==> config.mk <==
export PLATFORM = sky130hd
export DESIGN_NAME = universal_machine_execute
export DESIGN_NICKNAME = d
export VERILOG_FILES = /design/src/sv/ume_pkg.sv /design/src/sv/universal_machine_execute.sv
export VERILOG_INCLUDE_DIRS = /design/src /design/src/sv
export SDC_FILE = /design/constraint.sdc
export NUM_CORES = 1
export LEC_CHECK = 0
export ABC_AREA = 0
export BUFFER_PORTS_ARGS = -buffer_cell sky130_fd_sc_hd__buf_4
export CAP_MARGIN = 30
export CORE_MARGIN = 2
export CORE_UTILIZATION = 38
export DETAILED_ROUTE_END_ITERATION = 7
export SYNTH_ARGS = -nofsm -noshare
export SYNTH_HDL_FRONTEND = slang
export SYNTH_SLANG_ARGS = --single-unit
==> constraint.sdc <==
create_clock -name clk_i -period 9.3 [get_ports clk_i]
set_input_delay 0.465 -clock clk_i [delete_from_list [all_inputs] [get_ports clk_i]]
set_output_delay 0.465 -clock clk_i [all_outputs]
set_load 0.01 [all_outputs]
==> src/sv/universal_machine_execute_macros.svh <==
// ----------------------------------------------------------------------------
// Universal machine execute assertion macros
// Shared concurrent assertion shorthands clocked on clk_i.
// ----------------------------------------------------------------------------
`ifndef UNIVERSAL_MACHINE_EXECUTE_MACROS_SVH
`define UNIVERSAL_MACHINE_EXECUTE_MACROS_SVH

// Assertion that is switched off while reset is asserted.
`define UME_ASSERT(lbl, prop, msg) \
  lbl: assert property (@(posedge clk_i) disable iff (!rst_ni) prop) else $error(msg);

// Assertion that also holds during reset.
`define UME_ASSERT_ALWAYS(lbl, prop, msg) \
  lbl: assert property (@(posedge clk_i) prop) else $error(msg);

`endif

==> src/sv/ume_pkg.sv <==
// ----------------------------------------------------------------------------
// Universal machine execute package
// Opcodes, result kinds, sequencer states and the result record.
// ----------------------------------------------------------------------------
`default_nettype none

package ume_pkg;

  localparam int unsigned WordWidth  = 32;
  localparam int unsigned RegIdxW    = 3;
  localparam int unsigned NumRegs    = 8;
  localparam int unsigned OpcodeLsb  = 28;
  localparam int unsigned ImmRegLsb  = 25;
  localparam int unsigned ImmWidth   = 25;
  localparam int unsigned IterSteps  = 32;
  localparam int unsigned CntWidth   = 5;

  typedef enum logic [3:0] {
    OP_CMOV      = 4'd0,
    OP_READ      = 4'd1,
    OP_WRITE     = 4'd2,
    OP_ADD       = 4'd3,
    OP_MUL       = 4'd4,
    OP_DIV       = 4'd5,
    OP_NAND      = 4'd6,
    OP_HALT      = 4'd7,
    OP_NEW_ARRAY = 4'd8,
    OP_FREE      = 4'd9,
    OP_OUT       = 4'd10,
    OP_IN        = 4'd11,
    OP_LOAD      = 4'd12,
    OP_IMM       = 4'd13
  } opcode_e;

  typedef enum logic [3:0] {
    KIND_DONE    = 4'd0,
    KIND_CHAR    = 4'd1,
    KIND_HALT    = 4'd2,
    KIND_ILLEGAL = 4'd3,
    KIND_DIVZERO = 4'd4,
    KIND_READ    = 4'd5,
    KIND_WRITE   = 4'd6,
    KIND_ALLOC   = 4'd7,
    KIND_FREE    = 4'd8,
    KIND_LOAD    = 4'd9
  } kind_e;

  typedef enum logic [2:0] {
    S_IDLE,
    S_RDC,
    S_RDB,
    S_RDA,
    S_DEC,
    S_ITER,
    S_WR,
    S_OUT
  } state_e;

  typedef struct packed {
    kind_e                 kind;
    logic [7:0]            out_char;
    logic [WordWidth-1:0]  word_a;
    logic [WordWidth-1:0]  word_b;
    logic [WordWidth-1:0]  word_c;
    logic [RegIdxW-1:0]    dest_reg;
    logic [3:0]            bad_opcode;
  } result_t;

endpackage

`default_nettype wire

==> src/sv/universal_machine_execute.sv <==
// ----------------------------------------------------------------------------
// Universal machine execute
// Executes one instruction word against an eight-entry register file and
// reports one result transaction per input transaction.
// ----------------------------------------------------------------------------
//  Channel  | Direction | tuser        | tdata
//  s_axis   | in        | op           | instr, in_word, wb_reg, wb_value
//  m_axis   | out       | kind         | out_char, word_a, word_b, word_c,
//           |           |              | dest_reg, bad_opcode
//
//  Operands are read one at a time from the single read port of the register
//  file, so a new item is taken only after the last one has left S_OUT.
//  Multiply and divide run 32 shift-add or shift-subtract steps on the one
//  shared 34-bit adder before the write-back state S_WR.
//  Reset clears the valid bit of every register, so all registers read zero.
//  A result waits in the output register while the next item is taken; a
//  stalled output only holds the sequencer when the following result is done.
// ----------------------------------------------------------------------------
`default_nettype none

`include "universal_machine_execute_macros.svh"

module universal_machine_execute (
  input  wire logic         clk_i,
  input  wire logic         rst_ni,
  input  wire logic         s_axis_tvalid,
  output logic              s_axis_tready,
  // tdata: instr[31:0], in_word[63:32], wb_reg[66:64], wb_value[98:67], zero fill
  input  wire logic [103:0] s_axis_tdata,
  // tuser: op[0]
  input  wire logic [0:0]   s_axis_tuser,
  output logic              m_axis_tvalid,
  input  wire logic         m_axis_tready,
  // tdata: out_char[7:0], word_a[39:8], word_b[71:40], word_c[103:72],
  //        dest_reg[106:104], bad_opcode[110:107], zero fill
  output logic [111:0]      m_axis_tdata,
  // tuser: kind[3:0]
  output logic [3:0]        m_axis_tuser
);

  localparam int unsigned W = ume_pkg::WordWidth;

  ume_pkg::state_e state_q, state_d;

  // Latched input transaction.
  logic                            op_q;
  logic [W-1:0]                    instr_q;
  logic [W-1:0]                    in_word_q;
  logic [ume_pkg::RegIdxW-1:0]     wb_reg_q;
  logic [W-1:0]                    wb_value_q;

  // Operand and iteration registers.
  logic [W-1:0]                    val_b_q, val_b_d;
  logic [W-1:0]                    val_c_q, val_c_d;
  logic [W-1:0]                    acc_q, acc_d;
  logic [ume_pkg::CntWidth-1:0]    cnt_q, cnt_d;

  ume_pkg::result_t                res_q, res_d;
  ume_pkg::result_t                m_res_q;
  logic                            m_valid_q, m_valid_d;
  logic                            m_load;

  // Register file with one write and one registered read port.
  logic [W-1:0]                    mem [ume_pkg::NumRegs];
  logic [ume_pkg::NumRegs-1:0]     valid_q;
  logic [W-1:0]                    rd_data_q;
  logic [ume_pkg::RegIdxW-1:0]     rd_addr;
  logic                            wr_en;
  logic [ume_pkg::RegIdxW-1:0]     wr_addr;
  logic [W-1:0]                    wr_data;

  // Shared adder.
  logic [W:0]                      add_x, add_y;
  logic                            add_sub;
  logic [W+1:0]                    add_res;
  logic                            borrow;

  logic                            s_accept;
  ume_pkg::opcode_e                opc;
  logic [ume_pkg::RegIdxW-1:0]     fa, fb, fc, imm_reg;
  logic                            is_div;

  assign s_accept = s_axis_tvalid && s_axis_tready;
  assign opc      = ume_pkg::opcode_e'(instr_q[W-1:ume_pkg::OpcodeLsb]);
  assign fa       = instr_q[8:6];
  assign fb       = instr_q[5:3];
  assign fc       = instr_q[2:0];
  assign imm_reg  = instr_q[ume_pkg::ImmRegLsb +: ume_pkg::RegIdxW];
  assign is_div   = (opc == ume_pkg::OP_DIV);

  assign add_res = {1'b0, add_x} + ({1'b0, add_y} ^ {(W + 2){add_sub}})
                 + {{(W + 1){1'b0}}, add_sub};
  assign borrow  = add_res[W+1];

  always_comb begin
    add_x   = {1'b0, val_b_q};
    add_y   = {1'b0, val_c_q};
    add_sub = 1'b0;
    if (state_q == ume_pkg::S_ITER) begin
      if (is_div) begin
        // Trial subtract of the divisor from the shifted partial remainder.
        add_x   = {acc_q, val_b_q[W-1]};
        add_y   = {1'b0, val_c_q};
        add_sub = 1'b1;
      end else begin
        add_x = {1'b0, acc_q};
        add_y = {1'b0, val_b_q & {W{val_c_q[0]}}};
      end
    end
  end

  always_comb begin
    state_d   = state_q;
    val_b_d   = val_b_q;
    val_c_d   = val_c_q;
    acc_d     = acc_q;
    cnt_d     = cnt_q;
    res_d     = res_q;
    m_valid_d = m_valid_q && !m_axis_tready;
    m_load    = 1'b0;
    rd_addr   = fc;
    wr_en     = 1'b0;
    wr_addr   = fa;
    wr_data   = val_b_q;
    s_axis_tready = 1'b0;

    case (state_q)
      ume_pkg::S_IDLE: begin
        s_axis_tready = 1'b1;
        if (s_axis_tvalid) begin
          state_d = ume_pkg::S_RDC;
        end
      end
      ume_pkg::S_RDC: begin
        rd_addr = fc;
        state_d = ume_pkg::S_RDB;
      end
      ume_pkg::S_RDB: begin
        val_c_d = rd_data_q;
        rd_addr = fb;
        state_d = ume_pkg::S_RDA;
      end
      ume_pkg::S_RDA: begin
        val_b_d = rd_data_q;
        rd_addr = fa;
        state_d = ume_pkg::S_DEC;
      end
      ume_pkg::S_DEC: begin
        res_d      = '0;
        res_d.kind = ume_pkg::KIND_DONE;
        state_d    = ume_pkg::S_OUT;
        acc_d      = '0;
        cnt_d      = '0;
        if (op_q) begin
          wr_en   = 1'b1;
          wr_addr = wb_reg_q;
          wr_data = wb_value_q;
        end else begin
          case (opc)
            ume_pkg::OP_CMOV: begin
              wr_en = (val_c_q != '0);
            end
            ume_pkg::OP_READ: begin
              res_d.kind     = ume_pkg::KIND_READ;
              res_d.word_a   = val_b_q;
              res_d.word_b   = val_c_q;
              res_d.dest_reg = fa;
            end
            ume_pkg::OP_WRITE: begin
              res_d.kind   = ume_pkg::KIND_WRITE;
              res_d.word_a = rd_data_q;
              res_d.word_b = val_b_q;
              res_d.word_c = val_c_q;
            end
            ume_pkg::OP_ADD: begin
              wr_en   = 1'b1;
              wr_data = add_res[W-1:0];
            end
            ume_pkg::OP_MUL: begin
              state_d = ume_pkg::S_ITER;
            end
            ume_pkg::OP_DIV: begin
              if (val_c_q == '0) begin
                res_d.kind = ume_pkg::KIND_DIVZERO;
              end else begin
                state_d = ume_pkg::S_ITER;
              end
            end
            ume_pkg::OP_NAND: begin
              wr_en   = 1'b1;
              wr_data = ~(val_b_q & val_c_q);
            end
            ume_pkg::OP_HALT: begin
              res_d.kind = ume_pkg::KIND_HALT;
            end
            ume_pkg::OP_NEW_ARRAY: begin
              res_d.kind     = ume_pkg::KIND_ALLOC;
              res_d.word_a   = val_c_q;
              res_d.dest_reg = fb;
            end
            ume_pkg::OP_FREE: begin
              res_d.kind   = ume_pkg::KIND_FREE;
              res_d.word_a = val_c_q;
            end
            ume_pkg::OP_OUT: begin
              res_d.kind     = ume_pkg::KIND_CHAR;
              res_d.out_char = val_c_q[7:0];
            end
            ume_pkg::OP_IN: begin
              wr_en   = 1'b1;
              wr_addr = fc;
              wr_data = in_word_q;
            end
            ume_pkg::OP_LOAD: begin
              res_d.kind   = ume_pkg::KIND_LOAD;
              res_d.word_a = val_b_q;
              res_d.word_b = val_c_q;
            end
            ume_pkg::OP_IMM: begin
              wr_en   = 1'b1;
              wr_addr = imm_reg;
              wr_data = {{(W - ume_pkg::ImmWidth){1'b0}},
                         instr_q[ume_pkg::ImmWidth-1:0]};
            end
            default: begin
              res_d.kind       = ume_pkg::KIND_ILLEGAL;
              res_d.bad_opcode = instr_q[W-1:ume_pkg::OpcodeLsb];
            end
          endcase
        end
      end
      ume_pkg::S_ITER: begin
        if (is_div) begin
          // Restoring division: val_b_q shifts the dividend out and the
          // quotient in, acc_q holds the partial remainder.
          acc_d   = borrow ? {acc_q[W-2:0], val_b_q[W-1]} : add_res[W-1:0];
          val_b_d = {val_b_q[W-2:0], !borrow};
        end else begin
          acc_d   = add_res[W-1:0];
          val_b_d = {val_b_q[W-2:0], 1'b0};
          val_c_d = {1'b0, val_c_q[W-1:1]};
        end
        cnt_d = cnt_q + 1'b1;
        if (cnt_q == ume_pkg::CntWidth'(ume_pkg::IterSteps - 1)) begin
          state_d = ume_pkg::S_WR;
        end
      end
      ume_pkg::S_WR: begin
        wr_en   = 1'b1;
        wr_addr = fa;
        wr_data = is_div ? val_b_q : acc_q;
        state_d = ume_pkg::S_OUT;
      end
      ume_pkg::S_OUT: begin
        if (!m_valid_q || m_axis_tready) begin
          m_load    = 1'b1;
          m_valid_d = 1'b1;
          state_d   = ume_pkg::S_IDLE;
        end
      end
      default: begin
        state_d = ume_pkg::S_IDLE;
      end
    endcase
  end

  always_ff @(posedge clk_i or negedge rst_ni) begin
    if (!rst_ni) begin
      state_q   <= ume_pkg::S_IDLE;
      m_valid_q <= 1'b0;
      valid_q   <= '0;
      cnt_q     <= '0;
    end else begin
      state_q   <= state_d;
      m_valid_q <= m_valid_d;
      cnt_q     <= cnt_d;
      if (wr_en) begin
        valid_q[wr_addr] <= 1'b1;
      end
    end
  end

  always_ff @(posedge clk_i) begin
    if (s_accept) begin
      op_q       <= s_axis_tuser[0];
      instr_q    <= s_axis_tdata[31:0];
      in_word_q  <= s_axis_tdata[63:32];
      wb_reg_q   <= s_axis_tdata[66:64];
      wb_value_q <= s_axis_tdata[98:67];
    end
    val_b_q <= val_b_d;
    val_c_q <= val_c_d;
    acc_q   <= acc_d;
    res_q   <= res_d;
    if (m_load) begin
      m_res_q <= res_q;
    end
  end

  // Register file storage; an entry never written since reset reads zero.
  always_ff @(posedge clk_i) begin
    if (wr_en) begin
      mem[wr_addr] <= wr_data;
    end
    rd_data_q <= valid_q[rd_addr] ? mem[rd_addr] : '0;
  end

  assign m_axis_tvalid = m_valid_q;
  assign m_axis_tuser  = m_res_q.kind;
  assign m_axis_tdata  = {1'b0, m_res_q.bad_opcode, m_res_q.dest_reg, m_res_q.word_c,
                          m_res_q.word_b, m_res_q.word_a, m_res_q.out_char};

  `UME_ASSERT(a_accept_starts_read, s_accept |=> state_q == ume_pkg::S_RDC,
              "accepted transaction did not start the operand reads")
  `UME_ASSERT(a_iter_ends,
              (state_q == ume_pkg::S_ITER &&
               cnt_q == ume_pkg::CntWidth'(ume_pkg::IterSteps - 1))
              |=> state_q == ume_pkg::S_WR,
              "iteration did not end after the last step")
  `UME_ASSERT(a_write_states, wr_en |-> (state_q == ume_pkg::S_DEC || state_q == ume_pkg::S_WR),
              "register file written outside decode or write-back")
  `UME_ASSERT(a_divzero_no_write,
              (state_q == ume_pkg::S_DEC && !op_q && is_div && val_c_q == '0) |-> !wr_en,
              "divide by zero changed a register")
  `UME_ASSERT_ALWAYS(a_ready_idle, s_axis_tready |-> !m_load,
              "input taken while a result was being loaded")

endmodule

`default_nettype wire

==> run_summary.xml <==
<?xml version="1.0" encoding="UTF-8"?>
<metrics>
  <group name="layout">
    <metric name="finish.net_count" unit="">2707</metric>
    <metric name="layout-drive-gt1-share" unit="%">19.4</metric>
    <metric name="fillerInstances" unit="">7290</metric>
    <metric name="number_of_cells_in_the_finished_layout_apart_from_fillers" unit="">3700</metric>
    <metric name="antennaDiodeCount" unit="">0</metric>
    <metric name="most-common-layout-cells" unit="">682 x edfxtp_1, 442 x nand2_1, 268 x buf_4</metric>
    <metric name="layout.cells.most_common" unit="">edfxtp_1</metric>
    <metric name="area_growth_from_synthesis_to_layout" unit="%">18.4</metric>
  </group>
  <group name="drt">
    <metric name="drtAntennaViolNets" unit="">0</metric>
    <metric name="routedWlPerCell" unit="um">24.8</metric>
    <metric name="first_iter_violations" unit="">2681</metric>
    <metric name="drt-pass1-iter-count" unit="">6</metric>
    <metric name="wirelength" unit="mm">91.7</metric>
    <metric name="total_via_count_after_detailed_routing" unit="">20900</metric>
    <metric name="drcViolationCount" unit="">0</metric>
    <metric name="via_per_inst" unit="">5.65</metric>
  </group>
  <group name="yosys">
    <metric name="synth_warnings" unit="">0</metric>
    <metric name="most_used_dff_post_synth" unit="">edfxtp_1</metric>
    <metric name="syn_area" unit="um^2">31600</metric>
    <metric name="area_leader_netlist" unit="">edfxtp_1</metric>
    <metric name="synth_top_area_share" unit="%">64.8</metric>
    <metric name="ys_ff_latch" unit="">731</metric>
    <metric name="yosys.cell_types.count" unit="">66</metric>
    <metric name="syn_nets" unit="">2518</metric>
    <metric name="synth_sequential_area_ratio" unit="%">68.1</metric>
    <metric name="synth.top_cells.by_area" unit="">edfxtp_1 65%, nand2_1 5.2%, mux4_2 4.7%</metric>
    <metric name="post_synth_inst_count" unit="">2374</metric>
    <metric name="asyncSetResetFlopFracSynth" unit="%">2.33</metric>
    <metric name="average_footprint_of_a_synthesized_cell" unit="um^2">13.3</metric>
    <metric name="number_of_enable_flip_flop_cells_after_synthesis" unit="">682</metric>
  </group>
  <group name="power">
    <metric name="power_frac_seq" unit="%">40.5</metric>
    <metric name="switching_share" unit="%">39.3</metric>
    <metric name="fin_total_pwr" unit="uW">14400</metric>
    <metric name="ir_drop" unit="V">0.000204</metric>
    <metric name="clock_power_share" unit="%">22.4</metric>
    <metric name="share_comb_of_total_power" unit="%">37.1</metric>
    <metric name="p_int" unit="uW">8740</metric>
    <metric name="p_leak" unit="uW">0.0133</metric>
    <metric name="switchingPower" unit="uW">5660</metric>
    <metric name="power.density_cell_area" unit="nW/um^2">385</metric>
  </group>
  <group name="hold_path">
    <metric name="min_path_type" unit="">in2reg</metric>
    <metric name="whs_path_depth" unit="">1</metric>
    <metric name="hold_startpoint" unit="">s_axis_tdata[1]</metric>
    <metric name="holdPathEnd" unit="">instr_q[1]$_DFFE_PP_</metric>
  </group>
  <group name="timing">
    <metric name="slew-limit-headroom" unit="%">20.6</metric>
    <metric name="post-route-worst-setup-slack" unit="ps">3010</metric>
    <metric name="rsz_0062_raised_after_global_routing" unit="">false</metric>
    <metric name="report.final.setup_viol" unit="">0</metric>
    <metric name="holdWs" unit="ps">24.9</metric>
    <metric name="fin_setup_tns" unit="ps">0</metric>
    <metric name="finalHoldViolCount" unit="">0</metric>
    <metric name="finalCritPeriodShare" unit="%">67.7</metric>
    <metric name="post_route_minimum_period" unit="ps">6290</metric>
    <metric name="drv_slew" unit="">0</metric>
    <metric name="clock.fmax" unit="MHz">159</metric>
    <metric name="worst_clock_skew" unit="ps">19.2</metric>
    <metric name="tightestPinTransition" unit="ps">1180</metric>
  </group>
  <group name="floorplanning">
    <metric name="die_width" unit="um">292</metric>
    <metric name="num_rows" unit="">105</metric>
    <metric name="ios" unit="">227</metric>
    <metric name="design.core.area" unit="um^2">82200</metric>
    <metric name="die_area" unit="um^2">85500</metric>
    <metric name="fp.dieH" unit="um">292</metric>
    <metric name="initial_utilization" unit="%">38.4</metric>
  </group>
  <group name="clocking">
    <metric name="cts.reportedPaths.clkPinSlew" unit="ps">50</metric>
    <metric name="hold_fix_buffer_count_after_cts" unit="">39</metric>
    <metric name="cts_inserted_buffers" unit="">80</metric>
    <metric name="clock_path_buffers" unit="">3</metric>
    <metric name="root_buffer" unit="">clkbuf_16</metric>
    <metric name="cts_tree" unit="">built</metric>
    <metric name="clkSinkCount" unit="">731</metric>
    <metric name="ctsHtreeMaxLevel" unit="">3</metric>
    <metric name="post_cts_resize_count" unit="">0</metric>
    <metric name="cts.repair_timing.setup_buffer_count" unit="">0</metric>
    <metric name="worstSkewPairLatency" unit="ps">630</metric>
  </group>
  <group name="critical_path">
    <metric name="crit_path_max_incr_delay" unit="ps">880</metric>
    <metric name="category_of_cells_accounting_for_the_largest_share_of_critical_path_delay" unit="">compound AO/OA/AOI/OAI gates</metric>
    <metric name="chain_of_cells_forming_the_critical_path" unit="">nand4bb_2 &gt; buf_4 &gt; nand2_1 &gt; o221ai_1 &gt; ha_1 &gt; a21oi_1 &gt; o211ai_1 &gt; o211ai_1 &gt; o21ai_1 &gt; a31oi_1 &gt; a21oi_1 &gt; xor2_1 &gt; a221oi_1 &gt; o21ai_0</metric>
    <metric name="critical_path.reg2reg.startpoint" unit="">instr_q[29]$_DFFE_PP_</metric>
    <metric name="crit_slowest_cell" unit="">o21ai_0</metric>
    <metric name="end_kind" unit="">flip-flop</metric>
    <metric name="crit_required" unit="ps">9560</metric>
    <metric name="crit-reg2reg-capture" unit="">mem[1][22]$_DFFE_PP_</metric>
    <metric name="worstSetupPathType" unit="">reg2reg</metric>
    <metric name="crit_path_start_kind" unit="">flip-flop</metric>
    <metric name="timing.critical_path.fanout_max" unit="">51</metric>
    <metric name="critical_path.n_buffers_inverters" unit="">1</metric>
    <metric name="ff2ff_path_depth" unit="">14</metric>
    <metric name="r2r_slack" unit="ps">3010</metric>
    <metric name="critical_path_arrival" unit="ps">6560</metric>
  </group>
  <group name="global_routing">
    <metric name="grt_max_degree" unit="">75</metric>
    <metric name="grt_pass1_vias" unit="">20400</metric>
    <metric name="grt_util_all_layers" unit="%">21.1</metric>
    <metric name="total_congestion_overflow_after_global_routing" unit="">0</metric>
    <metric name="grt_pass1_wl" unit="mm">135</metric>
    <metric name="antenna_found_initial" unit="">3</metric>
  </group>
  <group name="placed_design">
    <metric name="post-dp-hpwl" unit="mm">60.7</metric>
    <metric name="placement.setup.worst_slack" unit="ps">3130</metric>
    <metric name="dp.cells" unit="">3506</metric>
    <metric name="port-buffer-count" unit="">220</metric>
    <metric name="finalWeightedCongestion" unit="">0.922</metric>
  </group>
  <group name="flow_run">
    <metric name="drv_cap" unit="">0</metric>
  </group>
  <group name="run_status">
    <metric name="outcome" unit="">finished, final reports clean</metric>
  </group>
</metrics>
-- final cells by class --
class	instances	area (um^2)	area share, %
clock buffers	111	2300	6.16
clock inverters	38	403	1.08
inverters	19	73.8	0.197
multi-input cells	1415	9270	24.8
flip-flops and latches	731	21500	57.6
well taps	1070	1340	3.58
repair buffers	316	2500	6.68
-- metal layers --
metal / routed length (um) / part of all wire (%) / vias to the layer above / GRT usage, %
met1: 39600 / 43 / 10300 / 30.7
met3: 8420 / 9.2 / 155 / 3.84
li1: - / - / 9390 / -
met4: 2610 / 2.8 / 0 / 6.98
met5: 0 / 0 / - / 0
met2: 41100 / 45 / 1016 / 31.9
-- cells in the mapped netlist (7+ instances only) --
cell,instances
and2_1,52
clkbuf_1,158
xor2_1,10
nand3_1,13
o211ai_1,9
a221o_1,9
nor3_1,17
a21o_1,15
mux4_2,66
a22oi_1,29
buf_4,12
o21ai_0,71
xnor2_1,23
ha_1,34
a21oi_1,157
nand2b_1,9
o21ai_1,10
nor4_1,9
o22ai_1,8
o221ai_1,31
nand2_1,442
nor2b_1,9
nor2_1,136
dfrtp_1,17
buf_2,11
a31oi_1,51
buf_1,23
inv_1,19
edfxtp_1,682
a22o_1,72
a221oi_1,22
o31ai_1,8
and3_1,7
a222oi_1,37
dfxtp_1,32
-- how the worst max path moves through the flow --
stage                      startpoint                   endpoint  slack (ps)  cells after the start
2_1_floorplan  state_q[1]$_DFFE_PN0P_  m_axis_tdata[0]$_DFFE_PP_        2770                      4
3_3_place_gp    instr_q[29]$_DFFE_PP_       mem[4][30]$_DFFE_PP_        3160                     15
3_5_place_dp    instr_q[29]$_DFFE_PP_    acc_q[11]$_SDFFCE_PP0P_        3130                     16
4_1_cts         instr_q[29]$_DFFE_PP_    acc_q[11]$_SDFFCE_PP0P_        3110                     16
5_1_grt         instr_q[29]$_DFFE_PP_       mem[0][28]$_DFFE_PP_        2680                     15
6_report        instr_q[29]$_DFFE_PP_       mem[1][22]$_DFFE_PP_        3010                     14
-- registers in the layout, summed over array words and instances, names as in the netlist --
| register | flops |
|---|---|
| mem | 256 |
| res_q | 115 |
| m_axis_tdata | 111 |
| acc_q | 32 |
| in_word_q | 32 |
| instr_q | 32 |
| rd_data_q | 32 |
| val_b_q | 32 |
| val_c_q | 32 |
| wb_value_q | 32 |
| valid_q | 8 |
| cnt_q | 5 |
| m_axis_tuser | 4 |
| state_q | 3 |
| wb_reg_q | 3 |
| m_axis_tvalid | 1 |
| op_q | 1 |
-- power groups by stage --
stage | clock network (uW) | registers, uW | logic [uW]
global route | 3420 | 5900 | 5790
CTS | 3290 | 5800 | 5240
finish | 3230 | 5830 | 5340
floorplan | 0 | 5330 | 3700
global placement | 0 | 5850 | 5130
detailed placement | 0 | 5870 | 5190
-- logic make-up after synthesis --
family | after synthesis | synth area share [%]
compound gates | 554 | 12.0
xor+xnor | 33 | 0.914
fa+ha+maj | 35 | 1.41
buf+inv | 228 | 2.97
flops | 731 | 68.1
mux | 72 | 4.89
other cells | 1 | 0.0119
simple gates | 720 | 9.67
-- stage by stage --
stage          instance area, um^2  util (%)
3_3_place_gp                 34200      41.6
6_report                     37400      45.5
2_1_floorplan                31600         -
5_1_grt                      37400      45.5
3_5_place_dp                 34300      41.7
4_1_cts                      37400      45.4
-- worst register-to-register path, delay by kind of cell, from the launching register on --
kind / cells / cell delay (ps)
adders and majority gates: 1 / 320
DFF: 1 / 760
and+or+nand+nor: 2 / 900
AOI/OAI and AO/OA: 9 / 3080
xor gates and xnor gates: 1 / 350
buffers and inverters: 1 / 520
Power figures use the tool's default switching activity.
